==> config.mk <==
export PLATFORM = sky130hd
export DESIGN_NAME = legendre_forward_recurrence
export DESIGN_NICKNAME = d
export VERILOG_FILES = /design/src/hdl/lfr_pkg.sv /design/src/hdl/lfr_ctrl.sv /design/src/hdl/lfr_datapath.sv /design/src/hdl/legendre_forward_recurrence.sv
export SDC_FILE = /design/constraint.sdc
export NUM_CORES = 2
export LEC_CHECK = 0
export ABC_AREA = 1
export BUFFER_PORTS_ARGS = -buffer_cell sky130_fd_sc_hd__buf_2
export CAP_MARGIN = 20
export CELL_PAD_IN_SITES_DETAIL_PLACEMENT = 1
export CELL_PAD_IN_SITES_GLOBAL_PLACEMENT = 1
export CORE_ASPECT_RATIO = 2
export CORE_MARGIN = 2
export CORE_UTILIZATION = 51
export CTS_BUF_LIST = sky130_fd_sc_hd__clkbuf_4
export CTS_CLUSTER_SIZE = 25
export DETAILED_ROUTE_END_ITERATION = 7
export GPL_TIMING_DRIVEN = 0
export HOLD_SLACK_MARGIN = 0.12
export PLACE_DENSITY = 0.87
export RECOVER_POWER = 25
export SLEW_MARGIN = 40
export SYNTH_ARGS = -nofsm -noshare
export SYNTH_HDL_FRONTEND = slang
export SYNTH_SLANG_ARGS = --single-unit
==> constraint.sdc <==
create_clock -name clk -period 11.8 [get_ports clk]
set_input_delay 0.59 -clock clk [delete_from_list [all_inputs] [get_ports clk]]
set_output_delay 0.59 -clock clk [all_outputs]
set_load 0.03 [all_outputs]
==> src/hdl/lfr_pkg.sv <==
// ----------------------------------------------------------------------------
// lfr_pkg
// Shared types, constants, coefficient table and helpers for the Legendre
// forward recurrence block.
// ----------------------------------------------------------------------------
package lfr_pkg;

  localparam int FRAC_BITS   = 30;
  localparam int MAX_ORDER   = 63;
  localparam int ORD_W       = 6;
  localparam int FIX_W       = 32;
  localparam int PROD_W      = 2 * FIX_W;
  localparam int RND_W       = PROD_W - FRAC_BITS;
  localparam int SUM_W       = RND_W + 1;
  localparam int IN_TDATA_W  = 32;
  localparam int OUT_TDATA_W = 40;
  localparam int CFG_AW      = 3;
  localparam int CFG_DW      = 32;

  typedef logic signed [FIX_W-1:0]  fix_t;
  typedef logic signed [PROD_W-1:0] prod_t;
  typedef logic signed [RND_W-1:0]  rnd_t;
  typedef logic signed [SUM_W-1:0]  sum_t;
  typedef logic [ORD_W-1:0]         ord_t;

  localparam fix_t  ONE_FIX     = fix_t'(64'sd1 <<< FRAC_BITS);
  localparam fix_t  NEG_ONE_FIX = -ONE_FIX;
  localparam prod_t ROUND_HALF  = prod_t'(64'sd1 <<< (FRAC_BITS - 1));

  localparam ord_t HIGHEST_ORDER_RESET = ord_t'(50);

  // register word indexes
  typedef enum logic [0:0] {
    REG_HIGHEST_ORDER = 1'b0
  } reg_idx_t;

  // datapath commands
  typedef enum logic [3:0] {
    CMD_NONE,
    CMD_LOAD,
    CMD_EMIT0,
    CMD_EMIT1,
    CMD_MUL_A,
    CMD_RND,
    CMD_MUL_B,
    CMD_MUL_T,
    CMD_NEXT,
    CMD_EMITN
  } cmd_t;

  typedef struct packed {
    logic out_free;
    logic at_last;
    logic lmax_one;
  } dp_status_t;

  // b_l = l/(l+1) rounded; a_l = (2l+1)/(l+1) rounded equals one plus b_l
  localparam fix_t COEF_B [0:MAX_ORDER] = '{
    fix_t'(((64'd0  << FRAC_BITS) + 64'd0)  / 64'd1),
    fix_t'(((64'd1  << FRAC_BITS) + 64'd1)  / 64'd2),
    fix_t'(((64'd2  << FRAC_BITS) + 64'd1)  / 64'd3),
    fix_t'(((64'd3  << FRAC_BITS) + 64'd2)  / 64'd4),
    fix_t'(((64'd4  << FRAC_BITS) + 64'd2)  / 64'd5),
    fix_t'(((64'd5  << FRAC_BITS) + 64'd3)  / 64'd6),
    fix_t'(((64'd6  << FRAC_BITS) + 64'd3)  / 64'd7),
    fix_t'(((64'd7  << FRAC_BITS) + 64'd4)  / 64'd8),
    fix_t'(((64'd8  << FRAC_BITS) + 64'd4)  / 64'd9),
    fix_t'(((64'd9  << FRAC_BITS) + 64'd5)  / 64'd10),
    fix_t'(((64'd10 << FRAC_BITS) + 64'd5)  / 64'd11),
    fix_t'(((64'd11 << FRAC_BITS) + 64'd6)  / 64'd12),
    fix_t'(((64'd12 << FRAC_BITS) + 64'd6)  / 64'd13),
    fix_t'(((64'd13 << FRAC_BITS) + 64'd7)  / 64'd14),
    fix_t'(((64'd14 << FRAC_BITS) + 64'd7)  / 64'd15),
    fix_t'(((64'd15 << FRAC_BITS) + 64'd8)  / 64'd16),
    fix_t'(((64'd16 << FRAC_BITS) + 64'd8)  / 64'd17),
    fix_t'(((64'd17 << FRAC_BITS) + 64'd9)  / 64'd18),
    fix_t'(((64'd18 << FRAC_BITS) + 64'd9)  / 64'd19),
    fix_t'(((64'd19 << FRAC_BITS) + 64'd10) / 64'd20),
    fix_t'(((64'd20 << FRAC_BITS) + 64'd10) / 64'd21),
    fix_t'(((64'd21 << FRAC_BITS) + 64'd11) / 64'd22),
    fix_t'(((64'd22 << FRAC_BITS) + 64'd11) / 64'd23),
    fix_t'(((64'd23 << FRAC_BITS) + 64'd12) / 64'd24),
    fix_t'(((64'd24 << FRAC_BITS) + 64'd12) / 64'd25),
    fix_t'(((64'd25 << FRAC_BITS) + 64'd13) / 64'd26),
    fix_t'(((64'd26 << FRAC_BITS) + 64'd13) / 64'd27),
    fix_t'(((64'd27 << FRAC_BITS) + 64'd14) / 64'd28),
    fix_t'(((64'd28 << FRAC_BITS) + 64'd14) / 64'd29),
    fix_t'(((64'd29 << FRAC_BITS) + 64'd15) / 64'd30),
    fix_t'(((64'd30 << FRAC_BITS) + 64'd15) / 64'd31),
    fix_t'(((64'd31 << FRAC_BITS) + 64'd16) / 64'd32),
    fix_t'(((64'd32 << FRAC_BITS) + 64'd16) / 64'd33),
    fix_t'(((64'd33 << FRAC_BITS) + 64'd17) / 64'd34),
    fix_t'(((64'd34 << FRAC_BITS) + 64'd17) / 64'd35),
    fix_t'(((64'd35 << FRAC_BITS) + 64'd18) / 64'd36),
    fix_t'(((64'd36 << FRAC_BITS) + 64'd18) / 64'd37),
    fix_t'(((64'd37 << FRAC_BITS) + 64'd19) / 64'd38),
    fix_t'(((64'd38 << FRAC_BITS) + 64'd19) / 64'd39),
    fix_t'(((64'd39 << FRAC_BITS) + 64'd20) / 64'd40),
    fix_t'(((64'd40 << FRAC_BITS) + 64'd20) / 64'd41),
    fix_t'(((64'd41 << FRAC_BITS) + 64'd21) / 64'd42),
    fix_t'(((64'd42 << FRAC_BITS) + 64'd21) / 64'd43),
    fix_t'(((64'd43 << FRAC_BITS) + 64'd22) / 64'd44),
    fix_t'(((64'd44 << FRAC_BITS) + 64'd22) / 64'd45),
    fix_t'(((64'd45 << FRAC_BITS) + 64'd23) / 64'd46),
    fix_t'(((64'd46 << FRAC_BITS) + 64'd23) / 64'd47),
    fix_t'(((64'd47 << FRAC_BITS) + 64'd24) / 64'd48),
    fix_t'(((64'd48 << FRAC_BITS) + 64'd24) / 64'd49),
    fix_t'(((64'd49 << FRAC_BITS) + 64'd25) / 64'd50),
    fix_t'(((64'd50 << FRAC_BITS) + 64'd25) / 64'd51),
    fix_t'(((64'd51 << FRAC_BITS) + 64'd26) / 64'd52),
    fix_t'(((64'd52 << FRAC_BITS) + 64'd26) / 64'd53),
    fix_t'(((64'd53 << FRAC_BITS) + 64'd27) / 64'd54),
    fix_t'(((64'd54 << FRAC_BITS) + 64'd27) / 64'd55),
    fix_t'(((64'd55 << FRAC_BITS) + 64'd28) / 64'd56),
    fix_t'(((64'd56 << FRAC_BITS) + 64'd28) / 64'd57),
    fix_t'(((64'd57 << FRAC_BITS) + 64'd29) / 64'd58),
    fix_t'(((64'd58 << FRAC_BITS) + 64'd29) / 64'd59),
    fix_t'(((64'd59 << FRAC_BITS) + 64'd30) / 64'd60),
    fix_t'(((64'd60 << FRAC_BITS) + 64'd30) / 64'd61),
    fix_t'(((64'd61 << FRAC_BITS) + 64'd31) / 64'd62),
    fix_t'(((64'd62 << FRAC_BITS) + 64'd31) / 64'd63),
    fix_t'(((64'd63 << FRAC_BITS) + 64'd32) / 64'd64)
  };

  function automatic fix_t sat32(input sum_t v);
    fix_t r;
    if (!v[SUM_W-1] && (|v[SUM_W-2:FIX_W-1])) begin
      r = {1'b0, {(FIX_W-1){1'b1}}};
    end else if (v[SUM_W-1] && !(&v[SUM_W-2:FIX_W-1])) begin
      r = {1'b1, {(FIX_W-1){1'b0}}};
    end else begin
      r = v[FIX_W-1:0];
    end
    return r;
  endfunction

  function automatic fix_t clamp_unit(input fix_t x);
    fix_t r;
    if (x > ONE_FIX) begin
      r = ONE_FIX;
    end else if (x < NEG_ONE_FIX) begin
      r = NEG_ONE_FIX;
    end else begin
      r = x;
    end
    return r;
  endfunction

endpackage

==> src/hdl/lfr_ctrl.sv <==
// ----------------------------------------------------------------------------
// lfr_ctrl
// Sequencer for the recurrence: accepts an argument, steps the shared
// multiplier three times per order and emits each value in turn.
// ----------------------------------------------------------------------------
module lfr_ctrl (
  input  logic               clk,
  input  logic               rst_n,
  input  logic               in_tvalid,
  output logic               in_tready,
  input  lfr_pkg::dp_status_t status,
  output lfr_pkg::cmd_t      cmd
);
  import lfr_pkg::*;

  typedef enum logic [3:0] {
    ST_IDLE,
    ST_EMIT0,
    ST_EMIT1,
    ST_MUL_A,
    ST_RND_A,
    ST_MUL_B,
    ST_RND_B,
    ST_MUL_T,
    ST_RND_T,
    ST_NEXT,
    ST_EMITN
  } state_t;

  state_t state_r;
  state_t state_nxt;

  assign in_tready = (state_r == ST_IDLE);

  always_comb begin
    state_nxt = state_r;
    cmd       = CMD_NONE;
    unique case (state_r)
      ST_IDLE: begin
        if (in_tvalid) begin
          cmd       = CMD_LOAD;
          state_nxt = ST_EMIT0;
        end
      end
      ST_EMIT0: begin
        if (status.out_free) begin
          cmd       = CMD_EMIT0;
          state_nxt = status.at_last ? ST_IDLE : ST_EMIT1;
        end
      end
      ST_EMIT1: begin
        if (status.out_free) begin
          cmd       = CMD_EMIT1;
          state_nxt = status.lmax_one ? ST_IDLE : ST_MUL_A;
        end
      end
      ST_MUL_A: begin
        cmd       = CMD_MUL_A;
        state_nxt = ST_RND_A;
      end
      ST_RND_A: begin
        cmd       = CMD_RND;
        state_nxt = ST_MUL_B;
      end
      ST_MUL_B: begin
        cmd       = CMD_MUL_B;
        state_nxt = ST_RND_B;
      end
      ST_RND_B: begin
        cmd       = CMD_RND;
        state_nxt = ST_MUL_T;
      end
      ST_MUL_T: begin
        cmd       = CMD_MUL_T;
        state_nxt = ST_RND_T;
      end
      ST_RND_T: begin
        cmd       = CMD_RND;
        state_nxt = ST_NEXT;
      end
      ST_NEXT: begin
        cmd       = CMD_NEXT;
        state_nxt = ST_EMITN;
      end
      ST_EMITN: begin
        if (status.out_free) begin
          cmd       = CMD_EMITN;
          state_nxt = status.at_last ? ST_IDLE : ST_MUL_A;
        end
      end
      default: begin
        state_nxt = ST_IDLE;
      end
    endcase
  end

  always_ff @(posedge clk) begin
    if (!rst_n) begin
      state_r <= ST_IDLE;
    end else begin
      state_r <= state_nxt;
    end
  end

endmodule

==> src/hdl/lfr_datapath.sv <==
// ----------------------------------------------------------------------------
// lfr_datapath
// Recurrence registers, coefficient table, shared 32x32 multiplier with
// rounding stage, saturation and the result register.
// ----------------------------------------------------------------------------
module lfr_datapath (
  input  logic                                clk,
  input  logic                                rst_n,
  input  lfr_pkg::cmd_t                       cmd,
  output lfr_pkg::dp_status_t                 status,
  input  logic [lfr_pkg::IN_TDATA_W-1:0]      in_tdata,
  input  lfr_pkg::ord_t                       highest_order,
  output logic                                out_tvalid,
  input  logic                                out_tready,
  // order [5:0], poly_value [37:6], zero pad [39:38]
  output logic [lfr_pkg::OUT_TDATA_W-1:0]     out_tdata,
  output logic                                out_tlast
);
  import lfr_pkg::*;

  fix_t  x_r;
  fix_t  pcur_r;
  fix_t  pprev_r;
  fix_t  t_r;
  rnd_t  v_r;
  prod_t prod_r;
  rnd_t  rnd_r;
  ord_t  l_r;
  ord_t  lmax_r;

  logic                   out_valid_r;
  logic [OUT_TDATA_W-1:0] out_data_r;
  logic                   out_last_r;

  fix_t  coef_b;
  fix_t  coef_a;
  fix_t  op_a;
  fix_t  op_b;
  prod_t prod_nxt;
  prod_t rsum;
  sum_t  diff;
  logic  emit;
  fix_t  emit_val;
  ord_t  emit_ord;
  logic  emit_last;

  assign coef_b = COEF_B[l_r];
  assign coef_a = ONE_FIX + coef_b;

  always_comb begin
    unique case (cmd)
      CMD_MUL_B: begin
        op_a = coef_b;
        op_b = pprev_r;
      end
      CMD_MUL_T: begin
        op_a = t_r;
        op_b = pcur_r;
      end
      default: begin
        op_a = coef_a;
        op_b = x_r;
      end
    endcase
  end

  assign prod_nxt = prod_t'(op_a) * prod_t'(op_b);
  assign rsum     = prod_r + ROUND_HALF;
  assign diff     = sum_t'(rnd_r) - sum_t'(v_r);

  always_comb begin
    emit      = 1'b0;
    emit_val  = pcur_r;
    emit_ord  = l_r;
    emit_last = (l_r == lmax_r);
    unique case (cmd)
      CMD_EMIT0: begin
        emit     = 1'b1;
        emit_val = ONE_FIX;
      end
      CMD_EMIT1: begin
        emit      = 1'b1;
        emit_val  = x_r;
        emit_ord  = ord_t'(1);
        emit_last = (lmax_r == ord_t'(1));
      end
      CMD_EMITN: begin
        emit = 1'b1;
      end
      default: begin
        emit = 1'b0;
      end
    endcase
  end

  always_ff @(posedge clk) begin
    unique case (cmd)
      CMD_LOAD: begin
        x_r     <= clamp_unit(fix_t'(in_tdata[FIX_W-1:0]));
        pprev_r <= ONE_FIX;
        l_r     <= '0;
        lmax_r  <= highest_order;
      end
      CMD_EMIT1: begin
        pcur_r <= x_r;
        l_r    <= ord_t'(1);
      end
      CMD_MUL_A: begin
        prod_r <= prod_nxt;
      end
      CMD_RND: begin
        rnd_r <= rsum[PROD_W-1:FRAC_BITS];
      end
      CMD_MUL_B: begin
        t_r    <= sat32(sum_t'(rnd_r));
        prod_r <= prod_nxt;
      end
      CMD_MUL_T: begin
        v_r    <= rnd_r;
        prod_r <= prod_nxt;
      end
      CMD_NEXT: begin
        pprev_r <= pcur_r;
        pcur_r  <= sat32(diff);
        l_r     <= l_r + ord_t'(1);
      end
      default: begin
      end
    endcase
    if (emit) begin
      out_data_r <= {{(OUT_TDATA_W-FIX_W-ORD_W){1'b0}}, emit_val, emit_ord};
      out_last_r <= emit_last;
    end
  end

  always_ff @(posedge clk) begin
    if (!rst_n) begin
      out_valid_r <= 1'b0;
    end else if (emit) begin
      out_valid_r <= 1'b1;
    end else if (out_tready) begin
      out_valid_r <= 1'b0;
    end
  end

  assign status.out_free = !out_valid_r || out_tready;
  assign status.at_last  = (l_r == lmax_r);
  assign status.lmax_one = (lmax_r == ord_t'(1));

  assign out_tvalid = out_valid_r;
  assign out_tdata  = out_data_r;
  assign out_tlast  = out_last_r;

endmodule

==> src/hdl/legendre_forward_recurrence.sv <==
// output: P_0 is registered in ST_EMIT0 after the argument is loaded, P_1 in ST_EMIT1,
// each higher order in ST_EMITN after ST_MUL_A..ST_NEXT; every emit waits while the output is held
// arguments: a new argument is accepted only in ST_IDLE, after the last order has been emitted
// the single shared 32x32 multiplier is used three times per order
// reset: synchronous active-low rst_n, highest_order returns to 50, no output pending
// ----------------------------------------------------------------------------
// legendre_forward_recurrence
// Legendre values P_0..P_L of a Q2.30 argument by Bonnet's forward recurrence,
// with an APB-style register port for the highest order.
// ----------------------------------------------------------------------------
module legendre_forward_recurrence (
  input  logic                               clk,
  input  logic                               rst_n,
  input  logic                               in_tvalid,
  output logic                               in_tready,
  // x_value [31:0]
  input  logic [lfr_pkg::IN_TDATA_W-1:0]     in_tdata,
  output logic                               out_tvalid,
  input  logic                               out_tready,
  // order [5:0], poly_value [37:6], zero pad [39:38]
  output logic [lfr_pkg::OUT_TDATA_W-1:0]    out_tdata,
  output logic                               out_tlast,
  input  logic                               cfg_psel,
  input  logic                               cfg_penable,
  input  logic                               cfg_pwrite,
  input  logic [lfr_pkg::CFG_AW-1:0]         cfg_paddr,
  input  logic [lfr_pkg::CFG_DW-1:0]         cfg_pwdata,
  output logic [lfr_pkg::CFG_DW-1:0]         cfg_prdata,
  output logic                               cfg_pready
);
  import lfr_pkg::*;

  ord_t       highest_order_r;
  cmd_t       cmd;
  dp_status_t status;
  logic       reg_hit;

  assign cfg_pready = 1'b1;
  assign reg_hit    = (reg_idx_t'(cfg_paddr[CFG_AW-1]) == REG_HIGHEST_ORDER);

  always_ff @(posedge clk) begin
    if (!rst_n) begin
      highest_order_r <= HIGHEST_ORDER_RESET;
    end else if (cfg_psel && cfg_penable && cfg_pwrite && cfg_pready && reg_hit) begin
      highest_order_r <= cfg_pwdata[ORD_W-1:0];
    end
  end

  assign cfg_prdata = reg_hit ? {{(CFG_DW-ORD_W){1'b0}}, highest_order_r} : '0;

  lfr_ctrl u_ctrl (
    .clk       (clk),
    .rst_n     (rst_n),
    .in_tvalid (in_tvalid),
    .in_tready (in_tready),
    .status    (status),
    .cmd       (cmd)
  );

  lfr_datapath u_datapath (
    .clk           (clk),
    .rst_n         (rst_n),
    .cmd           (cmd),
    .status        (status),
    .in_tdata      (in_tdata),
    .highest_order (highest_order_r),
    .out_tvalid    (out_tvalid),
    .out_tready    (out_tready),
    .out_tdata     (out_tdata),
    .out_tlast     (out_tlast)
  );

endmodule
==> summary.md, run 1 <==
| Metric | Value |
|---|---|
| Largest net degree at the start of global routing | `44` |
| Total CTS buffers | `66` |
| Synthesized area per cell | `between 8 and 9 µm²` |
| Register area share after synthesis | `approximately 17%` |
| Synth cell types | `between 60 and 70` |
| RePlAce Congestion | `around 1.1` |
| IO Port Bufs | `92` |
| Num ports | `150` |
| Vias in the first global route | `about 60000` |
| Longest Clk Path Bufs | `3` |
| Synthesized cell area | `roughly 0.052 mm²` |
| DPL Wire Length | `~230 mm` |
| GRT Overall Usage | `60.7%` |
| Area after DPL | `about 0.056 mm²` |
| Synthesis-stage register bit count | `around 290` |
| H-tree Lvls | `3` |
| Postcts setup bufs | `0` |
| Synth async-reset ratio | `0%` |
| Die width | `roughly 230 µm` |
| Die Ht | `~460 µm` |
| Cells after Synth | `about 6000` |
| Global-route wire length before repair | `between 400 and 500 mm` |
| Status | `stopped before the end` |
| Top_reg_cell synth | `edfxtp_1` |
| Error | `[ERROR GRT-0116] Global routing finished with congestion. Check the congestion regions in the DRC Viewer.` |
| Fail Step | `5_1_grt` |
| GRT Residual Overflow | `between 100 and 150` |
| Num rows | `~170` |
| Clock sink count | `roughly 290` |
| Synth warn | `0` |
| Starting Density | `51.3%` |
| Clock root buffer master | `clkbuf_4` |
| Number of synthesized flops with an enable pin | `approximately 280` |
[Yosys cell counts (all sizes together), types with 7 or more instances]
library cell,count,area share (%)
nand4,20,0.24
nor4,20,0.26
xor2,69,1.2
o2111ai,8,0.13
nor2,860,6.2
o21a,10,0.14
a211oi,10,0.14
o21ai,212,2.1
inv,1420,10
dfxtp,11,0.42
or2,13,0.16
nand2,998,7.2
ha,233,5.6
nand3,99,0.96
buf,148,1.6
o22ai,7,0.084
xnor2,36,0.60
o311ai,9,0.15
o211ai,45,0.65
a21oi,249,2.6
a31oi,9,0.11
nor3,30,0.31
fa,1085,41
edfxtp,282,16
clkbuf,106,0.76
[per-layer routing]
layer,track usage (%),overflow
met1,57.4,0
met3,30.1,0
met4,69.5,57
met5,2.38,0
met2,88.6,50
[per-stage QoR]
step                hold slack (ns)  utilization [%]  worst slack, ns  cells  TNS [ns]
detailed placement            0.433             54.4           -0.265   7536     -1.62
floorplan                     0.408                -             2.98   6063         0
CTS                           0.194             55.7           0.0737   7696         0
global placement              0.435             53.5           -0.369   7499     -2.69
[what timing repair did]
action / CTS
gates resized for setup: 1
hold buffers: 45
endpoints found under the hold margin: 39
endpoints found under the setup margin: 9
[kinds of logic after synthesis]
logic type / count (synthesis) / share of synthesized area (%)
DFF: 293 / 16.6
xor gates and xnor gates: 105 / 1.75
AOI/OAI and AO/OA: 590 / 6.57
other: 2 / 0.0143
adders and majority gates: 1318 / 47.0
buffers and inverters: 1678 / 12.6
and+or+nand+nor: 2050 / 15.5
==> run 2: changes to the inputs <==
--- a/config.mk
+++ b/config.mk
@@ -8,17 +8,11 @@
 export ABC_AREA = 1
 export BUFFER_PORTS_ARGS = -buffer_cell sky130_fd_sc_hd__buf_2
 export CAP_MARGIN = 20
-export CELL_PAD_IN_SITES_DETAIL_PLACEMENT = 1
-export CELL_PAD_IN_SITES_GLOBAL_PLACEMENT = 1
-export CORE_ASPECT_RATIO = 2
 export CORE_MARGIN = 2
-export CORE_UTILIZATION = 51
-export CTS_BUF_LIST = sky130_fd_sc_hd__clkbuf_4
-export CTS_CLUSTER_SIZE = 25
+export CORE_UTILIZATION = 40
 export DETAILED_ROUTE_END_ITERATION = 7
 export GPL_TIMING_DRIVEN = 0
-export HOLD_SLACK_MARGIN = 0.12
-export PLACE_DENSITY = 0.87
+export PLACE_DENSITY_LB_ADDON = 0.15
 export RECOVER_POWER = 25
 export SLEW_MARGIN = 40
 export SYNTH_ARGS = -nofsm -noshare
==> run 2 against run 1 <==
Against the previous run:
- the flow now finishes, with violations (max-capacitance violations, max-slew violations)
- synthesized cell count stayed put
- area after synthesis stayed put
==> summary.md, run 2 <==
| Metric | Value |
|---|---|
| Syn-to-layout area delta | `8.58%` |
| Die area | `approximately 0.13 mm²` |
| Hold crit path type | `in2reg` |
| Vias in the first global route | `43104` |
| Initial antenna violation count | `4` |
| CP Max Fanout | `11` |
| Starting Density | `about two fifths` |
| Critical-path top delay cell | `fa_1` |
| Post-synth top cells | `1397 x inv_1, 1085 x fa_1, 992 x nand2_1` |
| Final min period | `around 12 ns` |
| Crit path required time | `around 12 ns` |
| Worst slack at placement | `-0.0139 ns` |
| IO Port Bufs | `92` |
| Final wirelength | `210 mm` |
| Fin worst setup slack | `around 0.018 ns` |
| Register area share after synthesis | `between 15 and 20%` |
| Least-Margin Pin Slew | `1.81 ns` |
| CP most frequent cell | `fa_1` |
| Max-slew headroom | `-21.7%` |
| Layout cells sized above 1 | `under 10%` |
| Crit Path Class | `reg2reg` |
| Longest Clk Path Bufs | `3` |
| Max Cap Viol | `1` |
| Commonest non-fill, non-tap cell in the layout | `inv_1` |
| ANT nets after route | `0` |
| Residual DRC | `0` |
| Final Setup Violations | `0` |
| Vias per cell | `around 5.3` |
| Max incr delay on CP | `0.72 ns` |
| Post-route cell area | `0.0569 mm²` |
| TritonCTS clock tree | `done` |
| Final period util | `between 90% and 100%` |
| Die width | `between 300 and 400 µm` |
| Number of synthesized flops with an enable pin | `roughly 280` |
| Synthesized area per cell | `8.68 µm²` |
| Final Hold Fails | `0` |
| Synthesized cell area | `around 0.052 mm²` |
| Cells after Synth | `6036` |
| Clock Skew | `0.0218 ns` |
| Failing checks | `max-capacitance violations, max-slew violations` |
| RSZ-0062 raised after global routing | `no` |
| Post-route setup TNS | `0 ns` |
| Total CTS buffers | `26` |
| Status | `finished with violations` |
| Clock latency on the worst-skew pair | `about 0.57 ns` |
| Synth warn | `0` |
| Drt wl/cell | `between 20 and 30 µm` |
| Global-route wire length before repair | `about 300 mm` |
| Synth top area cells | `fa_1 41%, edfxtp_1 16%, inv_1 10%` |
| Cell type with the largest total area after synthesis | `fa_1` |
| Synth top area share | `41.4%` |
| RePlAce Congestion | `1.03` |
| Crit. End Element | `flop` |
| Die Ht | `between 300 and 400 µm` |
| Largest net degree at the start of global routing | `44` |
| Core area | `0.130 mm²` |
| Max reg flops | `38` |
| GRT Overall Usage | `about 31%` |
| Synth cell types | `63` |
| Synth async-reset ratio | `0%` |
| Via count | `~42000` |
| Clock root buffer master | `clkbuf_16` |
| WP buf/inv | `9` |
| Num ports | `150` |
| Clock sink count | `between 200 and 300` |
| Worst path arrival time | `around 12 ns` |
| H-tree Lvls | `1` |
| Max Clock Freq | `~85 MHz` |
| Clock transition at path regs | `approximately 0.070 ns` |
| Synthesis-stage register bit count | `slightly below 300` |
| Num rows | `132` |
| DPL Wire Length | `about 180 mm` |
| Startpoint Class | `flop` |
| Fin. max-slew vios | `12` |
| Area after DPL | `0.0561 mm²` |
| GRT Residual Overflow | `0` |
| DRT Pass-1 Iters | `8` |
| Layout net count | `7614` |
| Count leader, synth | `inv_1` |
| CP top delay family | `adder cells` |
| Top_reg_cell synth | `edfxtp_1` |
| Initial DRC count | `4509` |
| Commonest cells after routing, fill and taps aside | `1395 x inv_1, 1083 x fa_1, 985 x nand2_1` |
[run 2: cell counts after synthesis]
No cell type changed its count.
[run 2: worst min-delay path: cells and delay by family]
family,cells,cell delay [ns]
buffers and inverters,1,0.07
AO/OA/AOI/OAI,1,0.07
AND/OR/NAND/NOR,1,0.04
[run 2: per-stage QoR]
stage          hold slack [ns]  instances  util [%]
6_report                 0.256       7986      43.8
5_1_grt                  0.251       7984      43.8
4_1_cts                  0.237       7983      43.9
3_5_place_dp             0.419       7935      43.2
3_3_place_gp             0.419       7897      42.5
2_1_floorplan            0.408       6063         -
[run 2: layout make-up]
cell class                 count  area [µm²]
tap                         1742        2180
timing repair buffer         131         957
sequential                   293        8690
inverter                    1424        5360
multi-input combinational   4092       37500
buffer                       254        1310
fill                       13187       72900
clock buffer                  37         753
antenna                        2        5.00
clock inverter                11         134
[run 2: cell families (layout without fill, tap and decap cells)]
group / after synthesis / after routing / synth area share [%]
and+or+nand+nor: 2050 / 2050 / 15.5
buffers and inverters: 1678 / 1857 / 12.6
adders and majority gates: 1318 / 1318 / 47.0
AOI/OAI and AO/OA: 590 / 590 / 6.57
DFF: 293 / 293 / 16.6
xor gates and xnor gates: 105 / 105 / 1.75
other: 2 / 31 / 0.0143
[run 2: final timing paths]
kind,startpoint,end,depth (start not counted),slack [ns]
setup / recovery,u_datapath.l_r[1]$_DFFE_PP_,u_datapath.prod_r[46]$_DFFE_PP_,32,0.02
hold / removal,cfg_pwdata[4],highest_order_r[4]$_SDFFE_PN1P_,3,0.26
setup reg to reg,u_datapath.l_r[1]$_DFFE_PP_,u_datapath.prod_r[46]$_DFFE_PP_,32,0.02
hold reg to reg,highest_order_r[3]$_SDFFE_PN0P_,u_datapath.lmax_r[3]$_DFFE_PN_,0,0.43
[run 2: metal layers]
| metal | wire, µm | global-route usage [%] | vias up | share of wire (%) |
|---|---|---|---|---|
| met2 | 87400 | 45.2 | 1952 | 42 |
| met1 | 91200 | 45.8 | 21763 | 44 |
| li1 | - | - | 18361 | - |
| met4 | 12000 | 14.0 | 4 | 5.7 |
| met5 | 26 | 0 | - | 0.012 |
| met3 | 18900 | 5.55 | 402 | 9.0 |
[run 2: timing repair]
| item | CTS | global route |
|---|---|---|
| hold buffers | 0 | 0 |
| setup endpoints to repair | 1 | 8 |
| setup buffers | 0 | 0 |
| gates resized for setup | 1 | 11 |
Power of run 2 is not shown: default switching activity piles up to over one toggle a cycle in this logic, so the estimate is an artifact.
